--- config.mk ---
export PLATFORM = sky130hd
export DESIGN_NAME = periodic_event_heap_scheduler_flat
export DESIGN_NICKNAME = d
export VERILOG_FILES = /design/src/design/pehs_pkg.sv /design/src/design/pehs_if.sv /design/src/design/pehs_datapath.sv /design/src/design/periodic_event_heap_scheduler.sv /design/src/flat_wrapper.sv
export SDC_FILE = /design/constraint.sdc
export NUM_CORES = 2
export LEC_CHECK = 0
export BUFFER_PORTS_ARGS = -buffer_cell sky130_fd_sc_hd__buf_2
export CORE_MARGIN = 3
export CORE_UTILIZATION = 45
export DETAILED_ROUTE_END_ITERATION = 8
export PLACE_DENSITY = 0.56
export REMOVE_ABC_BUFFERS = 1
export SYNTH_ARGS = -nofsm -noshare
export SYNTH_HDL_FRONTEND = slang
export SYNTH_HIERARCHICAL = 1
export SYNTH_SLANG_ARGS = --single-unit
export TNS_END_PERCENT = 1
--- constraint.sdc ---
create_clock -name clk_i -period 12.88 [get_ports clk_i]
set_input_delay 1.288 -clock clk_i [delete_from_list [all_inputs] [get_ports clk_i]]
set_output_delay 1.288 -clock clk_i [all_outputs]
set_load 0.02 [all_outputs]
--- src/design/pehs_pkg.sv ---
// Package for the periodic event heap scheduler.
// Holds the action and status codes, the controller state type and the command/status structs.
// No dependencies.
package pehs_pkg;

  typedef enum logic [1:0] {
    ACT_REGISTER = 2'd0,
    ACT_NEXT     = 2'd1,
    ACT_CLEAR    = 2'd2,
    ACT_NONE     = 2'd3
  } action_e;

  typedef enum logic [1:0] {
    ST_OK    = 2'd0,
    ST_EMPTY = 2'd1,
    ST_FULL  = 2'd2
  } status_e;

  typedef enum logic [3:0] {
    S_IDLE,
    S_DECODE,
    S_RD_ROOT,
    S_RD_LAST,
    S_LD_MOV,
    S_DN_RD_L,
    S_DN_RD_R,
    S_DN_CMP,
    S_DN_WR,
    S_UP_START,
    S_UP_RD,
    S_UP_CMP,
    S_UP_WR,
    S_RESULT
  } state_e;

  localparam int unsigned ENTRY_W = 64;

  // Commands from controller to datapath
  typedef struct packed {
    logic load_item;   // capture input beat
    logic rd_root;     // read slot 0
    logic rd_last;     // latch root as top, read slot count-1, dec count
    logic ld_mov;      // latch last entry as moving entry
    logic rd_left;     // read left child
    logic rd_right;    // latch left child, read right child
    logic dn_step;     // move best child up when it beats the moving entry
    logic dn_final;    // write moving entry at position
    logic up_start;    // prepare insert of new entry
    logic rd_parent;   // read parent
    logic up_step;     // move parent down when the moving entry beats it
    logic up_final;    // write entry at position
    logic clear;       // empty heap
    logic set_full;    // status full
    logic set_empty;   // status empty
    logic emit;        // present result
  } cmd_t;

  // Status from datapath to controller
  typedef struct packed {
    logic    full;
    logic    empty;
    logic    has_left;
    logic    dn_move;
    logic    up_root;
    logic    up_move;
    logic    out_busy;
    action_e action;
  } stat_t;

endpackage

--- src/design/pehs_if.sv ---
// Valid/ready channel interfaces for the scheduler.
// Depends on nothing outside this file.
interface pehs_in_if;
  logic        valid;
  logic        ready;
  logic [1:0]  action;
  logic [15:0] source_id;
  logic [15:0] period;
  modport source (output valid, action, source_id, period, input ready);
  modport sink   (input valid, action, source_id, period, output ready);
endinterface

interface pehs_out_if;
  logic        valid;
  logic        ready;
  logic [15:0] event_id;
  logic [31:0] event_time;
  logic [1:0]  status;
  modport source (output valid, event_id, event_time, status, input ready);
  modport sink   (input valid, event_id, event_time, status, output ready);
endinterface

--- src/design/pehs_datapath.sv ---
// Datapath: heap memory, position/count registers, key compare and output register.
// Depends on pehs_pkg and pehs_if.
module pehs_datapath
  import pehs_pkg::*;
#(
  parameter int unsigned CAPACITY = 64
) (
  input  logic             clk_i,
  input  logic             rst_ni,
  input  cmd_t             cmd_i,
  output stat_t            stat_o,
  pehs_in_if.sink          in_if,
  pehs_out_if.source       out_if,
  input  logic             in_ready_i
);
  localparam int unsigned AW = (CAPACITY > 1) ? $clog2(CAPACITY) : 1;
  localparam int unsigned CW = $clog2(CAPACITY + 1);

  logic [ENTRY_W-1:0] mem [CAPACITY];
  logic [ENTRY_W-1:0] rd_q;
  logic               re, we;
  logic [AW-1:0]      ra, wa;
  logic [ENTRY_W-1:0] wd;

  logic [CW-1:0]      count_q, count_d;
  logic [CW-1:0]      pos_q, pos_d;
  logic [ENTRY_W-1:0] mov_q, mov_d;   // entry being sifted
  logic [ENTRY_W-1:0] top_q, top_d;   // removed top
  logic [ENTRY_W-1:0] lft_q, lft_d;   // left child
  action_e            act_q;
  logic [15:0]        sid_q, per_q;
  status_e            res_st_q;
  logic               ov_q;
  logic [15:0]        oid_q;
  logic [31:0]        otime_q;
  status_e            ost_q;

  logic [CW:0]        lidx, ridx;
  logic [CW-1:0]      parent;
  logic               has_left, has_right;
  logic [ENTRY_W-1:0] best;
  logic [CW-1:0]      best_idx;
  logic               dn_move, up_move;
  logic [32:0]        nsum;
  logic [31:0]        ntime;

  assign lidx   = {pos_q, 1'b1};
  assign ridx   = lidx + (CW+1)'(1);
  assign parent = (pos_q - CW'(1)) >> 1;
  assign nsum   = {1'b0, top_q[63:32]} + 33'(top_q[15:0]);
  assign ntime  = nsum[32] ? 32'hFFFF_FFFF : nsum[31:0];

  // Child choice and key compares; left wins a tie
  assign has_left  = (lidx < {1'b0, count_q});
  assign has_right = (ridx < {1'b0, count_q});
  always_comb begin
    if (has_right && (rd_q[63:16] < lft_q[63:16])) begin
      best = rd_q; best_idx = CW'(ridx);
    end else begin
      best = lft_q; best_idx = CW'(lidx);
    end
  end
  assign dn_move = (best[63:16] < mov_q[63:16]);
  assign up_move = (mov_q[63:16] < rd_q[63:16]);

  // Memory port control
  always_comb begin
    re = 1'b0; ra = '0; we = 1'b0; wa = AW'(pos_q); wd = mov_q;
    if (cmd_i.rd_root) begin
      re = 1'b1; ra = '0;
    end else if (cmd_i.rd_last) begin
      re = 1'b1; ra = AW'(count_q - CW'(1));
    end else if (cmd_i.rd_left) begin
      re = 1'b1; ra = AW'(lidx);
    end else if (cmd_i.rd_right) begin
      re = has_right; ra = AW'(ridx);
    end else if (cmd_i.rd_parent) begin
      re = 1'b1; ra = AW'(parent);
    end
    if (cmd_i.dn_step && dn_move) begin
      we = 1'b1; wd = best;
    end else if (cmd_i.up_step && up_move) begin
      we = 1'b1; wd = rd_q;
    end else if (cmd_i.dn_final || cmd_i.up_final) begin
      we = 1'b1; wd = mov_q;
    end
  end

  always_ff @(posedge clk_i) begin
    if (we) mem[wa] <= wd;
    if (re) rd_q <= mem[ra];
  end

  // Sift bookkeeping
  always_comb begin
    count_d = count_q; pos_d = pos_q;
    mov_d = mov_q; top_d = top_q; lft_d = lft_q;
    if (cmd_i.clear) count_d = '0;
    if (cmd_i.rd_last) begin
      top_d   = rd_q;
      count_d = count_q - CW'(1);
      pos_d   = '0;
    end
    if (cmd_i.ld_mov) mov_d = rd_q;
    // left child arrives while the right one is read
    if (cmd_i.rd_right) lft_d = rd_q;
    if (cmd_i.dn_step && dn_move) pos_d = best_idx;
    if (cmd_i.up_start) begin
      pos_d = count_q; count_d = count_q + CW'(1);
      if (act_q == ACT_REGISTER) mov_d = {16'h0, per_q, sid_q, per_q};
      else mov_d = {ntime, top_q[31:0]};
    end
    if (cmd_i.up_step && up_move) pos_d = parent;
  end

  always_ff @(posedge clk_i or negedge rst_ni) begin
    if (!rst_ni) count_q <= '0;
    else count_q <= count_d;
  end

  always_ff @(posedge clk_i) begin
    pos_q <= pos_d; mov_q <= mov_d; top_q <= top_d; lft_q <= lft_d;
  end

  // Input beat and result status
  always_ff @(posedge clk_i) begin
    if (cmd_i.load_item) begin
      act_q <= action_e'(in_if.action); sid_q <= in_if.source_id; per_q <= in_if.period;
      res_st_q <= ST_OK;
    end else if (cmd_i.set_full) begin
      res_st_q <= ST_FULL;
    end else if (cmd_i.set_empty) begin
      res_st_q <= ST_EMPTY;
    end
  end

  // Output register
  always_ff @(posedge clk_i or negedge rst_ni) begin
    if (!rst_ni) ov_q <= 1'b0;
    else if (cmd_i.emit) ov_q <= 1'b1;
    else if (out_if.ready) ov_q <= 1'b0;
  end
  always_ff @(posedge clk_i) begin
    if (cmd_i.emit) begin
      if (res_st_q != ST_OK) begin
        oid_q <= '0; otime_q <= '0; ost_q <= res_st_q;
      end else if (act_q == ACT_NEXT) begin
        oid_q <= top_q[31:16]; otime_q <= top_q[63:32]; ost_q <= ST_OK;
      end else begin
        oid_q <= '0; otime_q <= '0; ost_q <= ST_OK;
      end
    end
  end

  assign out_if.valid      = ov_q;
  assign out_if.event_id   = oid_q;
  assign out_if.event_time = otime_q;
  assign out_if.status     = ost_q;
  assign in_if.ready       = in_ready_i;

  assign stat_o.full      = (count_q >= CW'(CAPACITY));
  assign stat_o.empty     = (count_q == '0);
  assign stat_o.has_left  = has_left;
  assign stat_o.dn_move   = dn_move;
  assign stat_o.up_root   = (pos_q == '0);
  assign stat_o.up_move   = up_move;
  assign stat_o.out_busy  = ov_q && !out_if.ready;
  assign stat_o.action    = act_q;

`ifndef SYNTHESIS
  a_count_le_cap: assert property (@(posedge clk_i) disable iff (!rst_ni)
    count_q <= CW'(CAPACITY)) else $error("heap count beyond capacity");
  a_clear_empties: assert property (@(posedge clk_i) disable iff (!rst_ni)
    cmd_i.clear |=> count_q == '0) else $error("clear did not empty heap");
  a_no_rw_clash: assert property (@(posedge clk_i) disable iff (!rst_ni)
    !(we && re)) else $error("read and write in one cycle");
  a_out_held: assert property (@(posedge clk_i) disable iff (!rst_ni)
    (ov_q && !out_if.ready) |=> (ov_q && $stable({oid_q, otime_q, ost_q})))
    else $error("result beat changed while stalled");
`endif
endmodule

--- src/design/periodic_event_heap_scheduler.sv ---
// Periodic event heap scheduler: a binary min-heap of periodic sources held in a
// single-port memory with registered read data (one read or one write a cycle).
// One input beat is worked at a time and gives exactly one result beat; the input
// is ready only while the controller is idle, which it enters at the edge that
// loads the previous result into the output register. Clear, the ignored action,
// register on a full heap and next on an empty heap go straight from the decode to
// the result; register climbs the new entry up level by level; next decodes, reads
// the root and the last entry, sifts the last entry down until there is no left
// child or a compare stops it (skipped when the heap held one entry), then
// reinserts the removed top with its next time by a climb, and emits the result.
// A stalled result holds the controller until the output register frees.
// No clearing pass is needed after reset. This file also holds the controller;
// it depends on pehs_pkg, pehs_if and pehs_datapath.
module periodic_event_heap_scheduler
  import pehs_pkg::*;
#(
  parameter int unsigned CAPACITY = 64
) (
  input  logic        clk_i,
  input  logic        rst_ni,
  pehs_in_if.sink     in_if,
  pehs_out_if.source  out_if
);
  cmd_t  cmd;
  stat_t stat;
  logic  rdy;

  pehs_ctrl u_ctrl (
    .clk_i, .rst_ni, .in_valid_i(in_if.valid), .stat_i(stat),
    .cmd_o(cmd), .in_ready_o(rdy)
  );

  pehs_datapath #(.CAPACITY(CAPACITY)) u_dp (
    .clk_i, .rst_ni, .cmd_i(cmd), .stat_o(stat),
    .in_if(in_if), .out_if(out_if), .in_ready_i(rdy)
  );
endmodule

// Controller: sequences decode, sift down and sift up, one beat at a time
module pehs_ctrl
  import pehs_pkg::*;
(
  input  logic  clk_i,
  input  logic  rst_ni,
  input  logic  in_valid_i,
  input  stat_t stat_i,
  output cmd_t  cmd_o,
  output logic  in_ready_o
);
  state_e state_q, state_d;

  always_ff @(posedge clk_i or negedge rst_ni) begin
    if (!rst_ni) state_q <= S_IDLE;
    else state_q <= state_d;
  end

  // Next state
  always_comb begin
    state_d = state_q;
    case (state_q)
      S_IDLE: begin
        if (in_valid_i) state_d = S_DECODE;
      end
      S_DECODE: begin
        case (stat_i.action)
          ACT_REGISTER: state_d = stat_i.full ? S_RESULT : S_UP_START;
          ACT_NEXT:     state_d = stat_i.empty ? S_RESULT : S_RD_ROOT;
          default:      state_d = S_RESULT;
        endcase
      end
      S_RD_ROOT:  state_d = S_RD_LAST;
      S_RD_LAST:  state_d = S_LD_MOV;
      // heap held a single entry: nothing to sift down
      S_LD_MOV:   state_d = stat_i.empty ? S_UP_START : S_DN_RD_L;
      S_DN_RD_L:  state_d = stat_i.has_left ? S_DN_RD_R : S_DN_WR;
      S_DN_RD_R:  state_d = S_DN_CMP;
      S_DN_CMP:   state_d = stat_i.dn_move ? S_DN_RD_L : S_DN_WR;
      S_DN_WR:    state_d = S_UP_START;
      S_UP_START: state_d = S_UP_RD;
      S_UP_RD:    state_d = stat_i.up_root ? S_UP_WR : S_UP_CMP;
      S_UP_CMP:   state_d = stat_i.up_move ? S_UP_RD : S_UP_WR;
      S_UP_WR:    state_d = S_RESULT;
      S_RESULT: begin
        if (!stat_i.out_busy) state_d = S_IDLE;
      end
      default:    state_d = S_IDLE;
    endcase
  end

  // Commands
  always_comb begin
    cmd_o = '0;
    in_ready_o = 1'b0;
    case (state_q)
      S_IDLE: begin
        in_ready_o = 1'b1;
        cmd_o.load_item = in_valid_i;
      end
      S_DECODE: begin
        case (stat_i.action)
          ACT_REGISTER: cmd_o.set_full = stat_i.full;
          ACT_NEXT:     cmd_o.set_empty = stat_i.empty;
          ACT_CLEAR:    cmd_o.clear = 1'b1;
          default: ;
        endcase
      end
      S_RD_ROOT:  cmd_o.rd_root = 1'b1;
      S_RD_LAST:  cmd_o.rd_last = 1'b1;
      S_LD_MOV:   cmd_o.ld_mov = 1'b1;
      S_DN_RD_L:  cmd_o.rd_left = stat_i.has_left;
      S_DN_RD_R:  cmd_o.rd_right = 1'b1;
      S_DN_CMP:   cmd_o.dn_step = 1'b1;
      S_DN_WR:    cmd_o.dn_final = 1'b1;
      S_UP_START: cmd_o.up_start = 1'b1;
      S_UP_RD:    cmd_o.rd_parent = !stat_i.up_root;
      S_UP_CMP:   cmd_o.up_step = 1'b1;
      S_UP_WR:    cmd_o.up_final = 1'b1;
      S_RESULT:   cmd_o.emit = !stat_i.out_busy;
      default: ;
    endcase
  end

`ifndef SYNTHESIS
  a_ready_only_idle: assert property (@(posedge clk_i) disable iff (!rst_ni)
    in_ready_o |-> state_q == S_IDLE) else $error("input ready outside idle");
  a_emit_when_free: assert property (@(posedge clk_i) disable iff (!rst_ni)
    cmd_o.emit |-> !stat_i.out_busy) else $error("result emitted over a waiting beat");
  a_state_known: assert property (@(posedge clk_i) disable iff (!rst_ni)
    !$isunknown(state_q)) else $error("controller state unknown");
`endif
endmodule
--- src/flat_wrapper.sv ---
// flat-port wrapper written by rule: the top's interface ports become plain ports
module periodic_event_heap_scheduler_flat import pehs_pkg::*;
#(
  parameter int unsigned CAPACITY = 64
)
  (clk_i, rst_ni, in_if_valid, in_if_action, in_if_source_id, in_if_period, in_if_ready, out_if_valid, out_if_event_id, out_if_event_time, out_if_status, out_if_ready);
  pehs_in_if in_if_i ();
  pehs_out_if out_if_i ();
  input  logic clk_i;
  input  logic rst_ni;
  input wire logic [$bits(in_if_i.valid)-1:0] in_if_valid;
  input wire logic [$bits(in_if_i.action)-1:0] in_if_action;
  input wire logic [$bits(in_if_i.source_id)-1:0] in_if_source_id;
  input wire logic [$bits(in_if_i.period)-1:0] in_if_period;
  output wire logic [$bits(in_if_i.ready)-1:0] in_if_ready;
  output wire logic [$bits(out_if_i.valid)-1:0] out_if_valid;
  output wire logic [$bits(out_if_i.event_id)-1:0] out_if_event_id;
  output wire logic [$bits(out_if_i.event_time)-1:0] out_if_event_time;
  output wire logic [$bits(out_if_i.status)-1:0] out_if_status;
  input wire logic [$bits(out_if_i.ready)-1:0] out_if_ready;
  assign in_if_i.valid = in_if_valid;
  assign in_if_i.action = in_if_action;
  assign in_if_i.source_id = in_if_source_id;
  assign in_if_i.period = in_if_period;
  assign in_if_ready = in_if_i.ready;
  assign out_if_valid = out_if_i.valid;
  assign out_if_event_id = out_if_i.event_id;
  assign out_if_event_time = out_if_i.event_time;
  assign out_if_status = out_if_i.status;
  assign out_if_i.ready = out_if_ready;
  periodic_event_heap_scheduler #(.CAPACITY(CAPACITY)) u_core (.clk_i(clk_i), .rst_ni(rst_ni), .in_if(in_if_i), .out_if(out_if_i));
endmodule
Word-level counts from Yosys, hierarchy flattened
Memory sizes are Yosys's and may differ from the RTL's. A register that Yosys moved wholly into a read port is not among the register bits.
Index checks and enable logic that the tools add are counted.
Word-level totals
  flip-flop bits (word level): 297
  bits in latches: 0
  RAM bits: 4096
  bits in read-only memories: 0
  input bits: 38
  output and inout port bits: 52
  logic and storage cells: 131
  memories kept: 1
Memories
  u_core.u_dp.mem: depth 64, width 64, rd ports 1, clocked after Yosys merged registers in 1, wr ports 1, RTL line pehs_datapath.sv:19  | logic [ENTRY_W-1:0] mem [CAPACITY];
Operators by class
  add/sub/neg operators: 5
  multipliers: 0
  div/mod/pow operators: 0
  order comparisons: 6
  equality and inequality tests: 17
  shift operators: 0
  mux-type cells: 63
  bitwise gates (word level): 1
  reductions and logical operators: 22
Operators with widths (number)
  $mux W64: 6
  $lt A48 B48 Y1: 3
  $pmux W4 S14: 1
  $mux W7: 7
  $mux W6: 6
  $add A32 B16 Y33: 1
  $mux W32: 1
  $mux W1: 29
  $eq A4 B4 Y1 const B: 6
  $mux W4: 6
  $eq A4 B3 Y1 const B: 4
  $lt A8 B7 Y1: 2
  $logic_not A7 Y1: 2
  $sub A7 B1 Y7 const B: 2
  $mux W3: 4
  $add A8 B1 Y8 const B: 1
  $eq A4 B2 Y1 const B: 2
  $pmux W4 S2: 1
  $reduce_bool A2 Y1: 4
  $add A7 B1 Y7 const B: 1
  $ge A7 B7 Y1 const B: 1
  $reduce_bool A3 Y1: 2
  $eq A4 B1 Y1 const B: 1
  $logic_and A1 B1 Y1: 4
  12 further kinds: 17

Logic depth before layout (Yosys ltp)
  depth in word-level cells: 9
  depth in mapped cells: 28
  mapped depth without buffers: 23

Modules after synthesis
The synthesis kept the hierarchy.
By module, submodules not included
  pehs_datapath: instances 1, cells an instance 12914, area each 179095.5 µm², seq. area each 133648.2 µm²
  pehs_ctrl: instances 1, cells an instance 82, area each 533.0 µm², seq. area each 100.1 µm²

Worst setup path after synthesis
OpenSTA, ideal clock, no wires.
  kind: reg-to-reg
  start: reg u_core.u_dp.pos_q[2]
  end: mem u_core.u_dp.mem[8][0], enable pin
  library setup time: 565 ps
  arrival time: 10256 ps
  required time: 12315 ps
  path slack: 2059 ps
  stages on the path, launching flop included: 27
  path buffers: 7
  clock period less this slack: 10821 ps
  cells stage by stage: edfxtp_1 -> buf_2 -> buf_1 -> nand3_1 -> clkbuf_1 -> xnor2_1 -> ha_1 -> a2111oi_0 -> a21oi_1 -> or3_1 -> nor4_2 -> clkbuf_1 -> buf_1 -> nand2_1 -> o21ai_0 -> ha_1 -> a21o_1 -> a21o_1 -> a2111oi_0 -> o21bai_1 -> nor3_1 -> a2111oi_0 -> o22ai_2 -> nor3_1 -> clkbuf_1 -> buf_1 -> nor3_1
On the way
  word-level cells in the longest chain between the ends: 9
Ends and longest elaborated chain
  from (decl): RTL line pehs_datapath.sv:26  | logic [CW-1:0] pos_q, pos_d;
  from (signal assigned): RTL line pehs_datapath.sv:122  | pos_q <= pos_d; mov_q <= mov_d; top_q <= top_d; lft_q <= lft_d;
  $add A8 B1 Y8: RTL line pehs_datapath.sv:48  | assign ridx = lidx + (CW+1)'(1);
  $lt A8 B7 Y1: RTL line pehs_datapath.sv:55  | assign has_right = (ridx < {1'b0, count_q});
  $logic_and A1 B1 Y1: RTL line pehs_datapath.sv:57  | if (has_right && (rd_q[63:16] < lft_q[63:16])) begin
  $mux W64: RTL line pehs_datapath.sv:57
  $lt A48 B48 Y1: RTL line pehs_datapath.sv:63  | assign dn_move = (best[63:16] < mov_q[63:16]);
  $logic_and A1 B1 Y1: RTL line pehs_datapath.sv:80  | if (cmd_i.dn_step && dn_move) begin
  $mux W1: RTL line pehs_datapath.sv:80
  $mux W1: RTL line pehs_datapath.sv:90  | if (we) mem[wa] <= wd;
  $mux W1 (not written as such): RTL line pehs_datapath.sv:90
  to (decl): RTL line pehs_datapath.sv:19
Parallel ways exist; a longest one is shown, timed or not.

Final worst setup path
  start: reg u_core.u_dp.pos_q[1]
  end: mem u_core.u_dp.mem[22][36] (data pin)
On the way
  word-level cells in the longest chain between the ends: 7
Ends and longest elaborated chain
  $add A8 B1 Y8 (*): RTL line pehs_datapath.sv:48
  $lt A8 B7 Y1 (*): RTL line pehs_datapath.sv:55
  $logic_and A1 B1 Y1 (*): RTL line pehs_datapath.sv:57
  $mux W64 (*): RTL line pehs_datapath.sv:57
  $lt A48 B48 Y1: RTL line pehs_datapath.sv:63
  $logic_and A1 B1 Y1: RTL line pehs_datapath.sv:80
  $mux W64 (*): RTL line pehs_datapath.sv:80
  via u_core.u_dp.wd[36]: RTL line pehs_datapath.sv:23  | logic [ENTRY_W-1:0] wd;
Mark *: on every way through the listed nets, which the timed path passes. The rest lies on a longest branch.

==> qor.yml <==
outcome:
  status: "completed"
clock_network:
  clk_pin_slew_ps: 60
  cts_tree: "done"
  clockBufferDepth: 4
  h-tree-depth: 5
  cts_resized: 0
  cts_buffers: 458
  cts.sinks: 4457
  root_buffer: "clkbuf_16"
  holdBufCountCts: 0
  clk_latency_ps: 1000
  cts_setup_buffers: 0
global_routing:
  grt_util_all_layers: 0.279
  overflow: 0
  antenna_found_initial: 49
  grt_max_degree: 159
  grt_pass1_vias: 110000
  grt_first_pass_wirelength_mm: 823
route:
  drt_iter0_markers: 14200
  drtPass1Iterations: 9
  drc: 0
  vias: 114000
  routed_wl_mm: 580
  ant_nets: 0
  avgRoutedWirePerCell_um: 30.9
  viasPerCell: 6.10
setup_path:
  reg2reg_to: "u_core/u_dp/mem[22][36]$_DFFE_PP_"
  crit_required_ps: 13660
  crit_path_start: "u_core/u_dp/pos_q[1]$_DFFE_PP_"
  end_kind: "flip-flop"
  startpoint_type: "flip-flop"
  cp_cell_sequence: "ha_1 -> nand3_1 -> xnor2_1 -> ha_1 -> a2111oi_0 -> a21oi_1 -> or3_1 -> nor4_4 -> buf_4 -> o21ai_0 -> ha_1 -> nand4_1 -> nor4_1 -> nand4_1 -> a2111oi_0 -> o22a_4 -> buf_4 -> nor2_1 -> a21oi_4 -> buf_4"
  cp_num_cells: 20
  r2r_cells: 20
  critPathArrivalTime_ps: 10390
  r2r_slack_ps: 3270
  path_delay_family: "compound AO/OA/AOI/OAI gates"
  slowest_delay_ps: 890
  crit_type: "reg -> reg"
  setup.worst_path.end: "u_core/u_dp/mem[22][36]$_DFFE_PP_"
  path_max_fanout: 74
  slowest_stage: "a21oi_4"
  r2r_start: "u_core/u_dp/pos_q[1]$_DFFE_PP_"
  critPathBufInv: 3
yosys:
  seq_area_frac_synth: 0.745
  synth_enable_flop_cells: 4442
  ys_ff_latch: 4457
  synth_ff_type: "edfxtp_1"
  synthArstFlopShare: 0.00269
  netlist-cell-type-count: 90
  syn_area_per_cell_um2: 13.8
  synth_area_um2: 180000
  synthCells: 13000
  yosys_warnings: 6
job:
  cap_violations: 0
sta:
  period_share: 0.746
  rsz0062_at_grt: "no"
  finalHoldViolCount: 0
  slew_viol_final: 0
  tightest_slew_ps: 1360
  fmax_mhz: 104
  fin_tns_setup_ps: 0
  setup_viol: 0
  period_needed_ps: 9610
  relSlewSlack: 0.0960
  fin_skew_ps: 48.5
floorplanning:
  die_y_um: 638
  chipWidth_um: 638
  placeableCoreArea_um2: 397000
  io_pins: 90
  rows: 231
  die-area_um2: 407000
  start_util: 0.453
finish:
  layout.nets: 13300
  post-route-util: 0.510
  drive_gt1_frac: 0.0939
  area_growth_pct: 12.6
  layout.cells.non_filler: 18800
  fillerInstances: 33300
placed_design:
  hpwl_mm: 325
  gp_congestion: 0.860
  place_inst: 17800
  portBuffers: 89
power:
  irDropWorstVdd_mv: 0.289
  powerDensity_nw_per_um2: 267
  p_total_w: 0.0541
  p_leak_nw: 67.1
worst_hold_path:
  hp-class: "in -> async"
-- worst min-delay path by stage --
stage / start / to / cells past startpoint
2_1_floorplan: u_core/u_dp/res_st_q[1]$_SDFFE_PP0P_ / u_core/u_dp/out_if.status[1]$_SDFFCE_PN0P_ / 0
3_3_place_gp: u_core/u_dp/count_q[6]$_DFFE_PN0P_ / u_core/u_dp/count_q[6]$_DFFE_PN0P_ / 1
3_5_place_dp: u_core/u_dp/count_q[6]$_DFFE_PN0P_ / u_core/u_dp/count_q[6]$_DFFE_PN0P_ / 1
4_1_cts: rst_ni / u_core/u_dp/out_if.valid$_DFFE_PN0P_ / 1
5_1_grt: rst_ni / u_core/u_dp/out_if.valid$_DFFE_PN0P_ / 1
6_report: rst_ni / u_core/u_dp/out_if.valid$_DFFE_PN0P_ / 1
-- cell type report --
cell class / instances / area, µm² / share of cell area
Clock inverter: 248 / 2040 / 0.0101
Multi-Input combinational cell: 7478 / 43200 / 0.213
Antenna cell: 103 / 258 / 0.00127
Tap cell: 5242 / 6560 / 0.0324
Timing Repair Buffer: 457 / 3700 / 0.0183
Sequential cell: 4457 / 134000 / 0.661
Clock buffer: 587 / 12000 / 0.0594
Inverter: 211 / 797 / 0.00394
-- layout by cell type, fill, tap and decap left out, types with 114 or more instances in the layout --
master     synthesis  final
edfxtp_1        4442   4442
nand2_1         3115   3113
nand3_1         1190   1190
mux2i_1          493    493
clkbuf_16          0    461
buf_4              8    328
a31oi_1          295    295
nand4_1          289    289
a211oi_1         265    265
a32oi_1          252    252
inv_1            208    208
ha_1             175    175
nor2_1           167    146
a21oi_1          194    146
o21a_1           140    139
clkbuf_1         659    125
o21ai_0          115    114
-- registers in the layout (all words and copies together), names as in the netlist, 4 cells and up --
name,count
u_core/u_dp/pos_q,7
u_core/u_dp/lft_q,64
u_core/u_dp/out_if.event_time,32
u_core/u_dp/rd_q,64
u_core/u_dp/top_q,64
u_core/u_dp/sid_q,16
u_core/u_dp/count_q,7
u_core/u_dp/mov_q,64
u_core/u_dp/mem,4096
u_core/u_dp/per_q,16
u_core/u_ctrl/state_q,4
u_core/u_dp/out_if.event_id,16
-- per-layer routing --
metal / vias to the layer above / routed length, µm / GRT usage
met5: - / 63 / 0
met4: 10 / 26600 / 0.121
met3: 1008 / 48300 / 0.0395
met2: 5682 / 270000 / 0.440
met1: 58500 / 235000 / 0.389
li1: 49300 / - / -
-- where the power goes --
group,switching (W),total (W),internal [W]
combinational,0.0162,0.0210,0.00485
clock,0.00557,0.0127,0.00709
sequential,0.000554,0.0204,0.0199
-- per-stage QoR --
step	worst slack (ps)	hold slack, ps	cell area, µm²
floorplan	-142160	432	176000
global placement	3290	474	188000
detailed placement	3330	495	188000
CTS	3300	192	202000
global route	2650	236	202000
finish	3270	247	202000
-- Yosys cell counts (5+ instances only) --
cell type,count,share of area
mux4_2,6,0.00075
nor2b_1,13,0.00045
a31oi_1,295,0.010
a21o_1,34,0.0014
a32oi_1,252,0.012
nand3_1,1190,0.033
buf_2,69,0.0019
dfrtp_1,12,0.0017
nor3b_1,7,0.00029
buf_1,110,0.0023
or2_2,12,0.00042
nand2_1,3115,0.065
nand2b_1,21,0.00073
o221ai_1,6,0.00029
and3_1,11,0.00038
inv_1,208,0.0043
nand4_1,289,0.010
buf_4,8,0.00033
xnor2_1,17,0.00083
a2111oi_0,8,0.00039
and2_1,57,0.0020
o21ai_0,115,0.0032
a211oi_1,265,0.011
a221oi_1,22,0.0011
a211o_1,8,0.00039
nor3_1,103,0.0029
nor4_1,68,0.0024
mux2i_1,493,0.027
and4b_1,62,0.0035
nor2_1,167,0.0035
a32o_1,63,0.0035
ha_1,175,0.012
edfxtp_1,4442,0.74
a21oi_1,194,0.0054
o22ai_1,75,0.0026
or3_1,72,0.0025
clkbuf_1,659,0.014
and4_1,8,0.00039
o21a_1,140,0.0059
xor2_1,16,0.00078
o211ai_1,17,0.00071
or4_1,5,0.00021
-- kinds of logic after synthesis --
family	Yosys count	synth area share
compound gates	1547	0.0612
flops	4457	0.745
fa+ha+maj	176	0.0123
mux	503	0.0285
simple gates	5219	0.129
xor+xnor	33	0.00161
buf+inv	1061	0.0230
-- worst register-to-register path, delay by kind of cell, from the launching register on --
family	cells	cell delay (ps)
AOI/OAI and AO/OA	6	3250
and+or+nand+nor	7	2640
buffers and inverters	3	1620
adders and majority gates	3	1040
DFF	1	660
xor gates and xnor gates	1	180
Power figures use the tool's default switching activity.
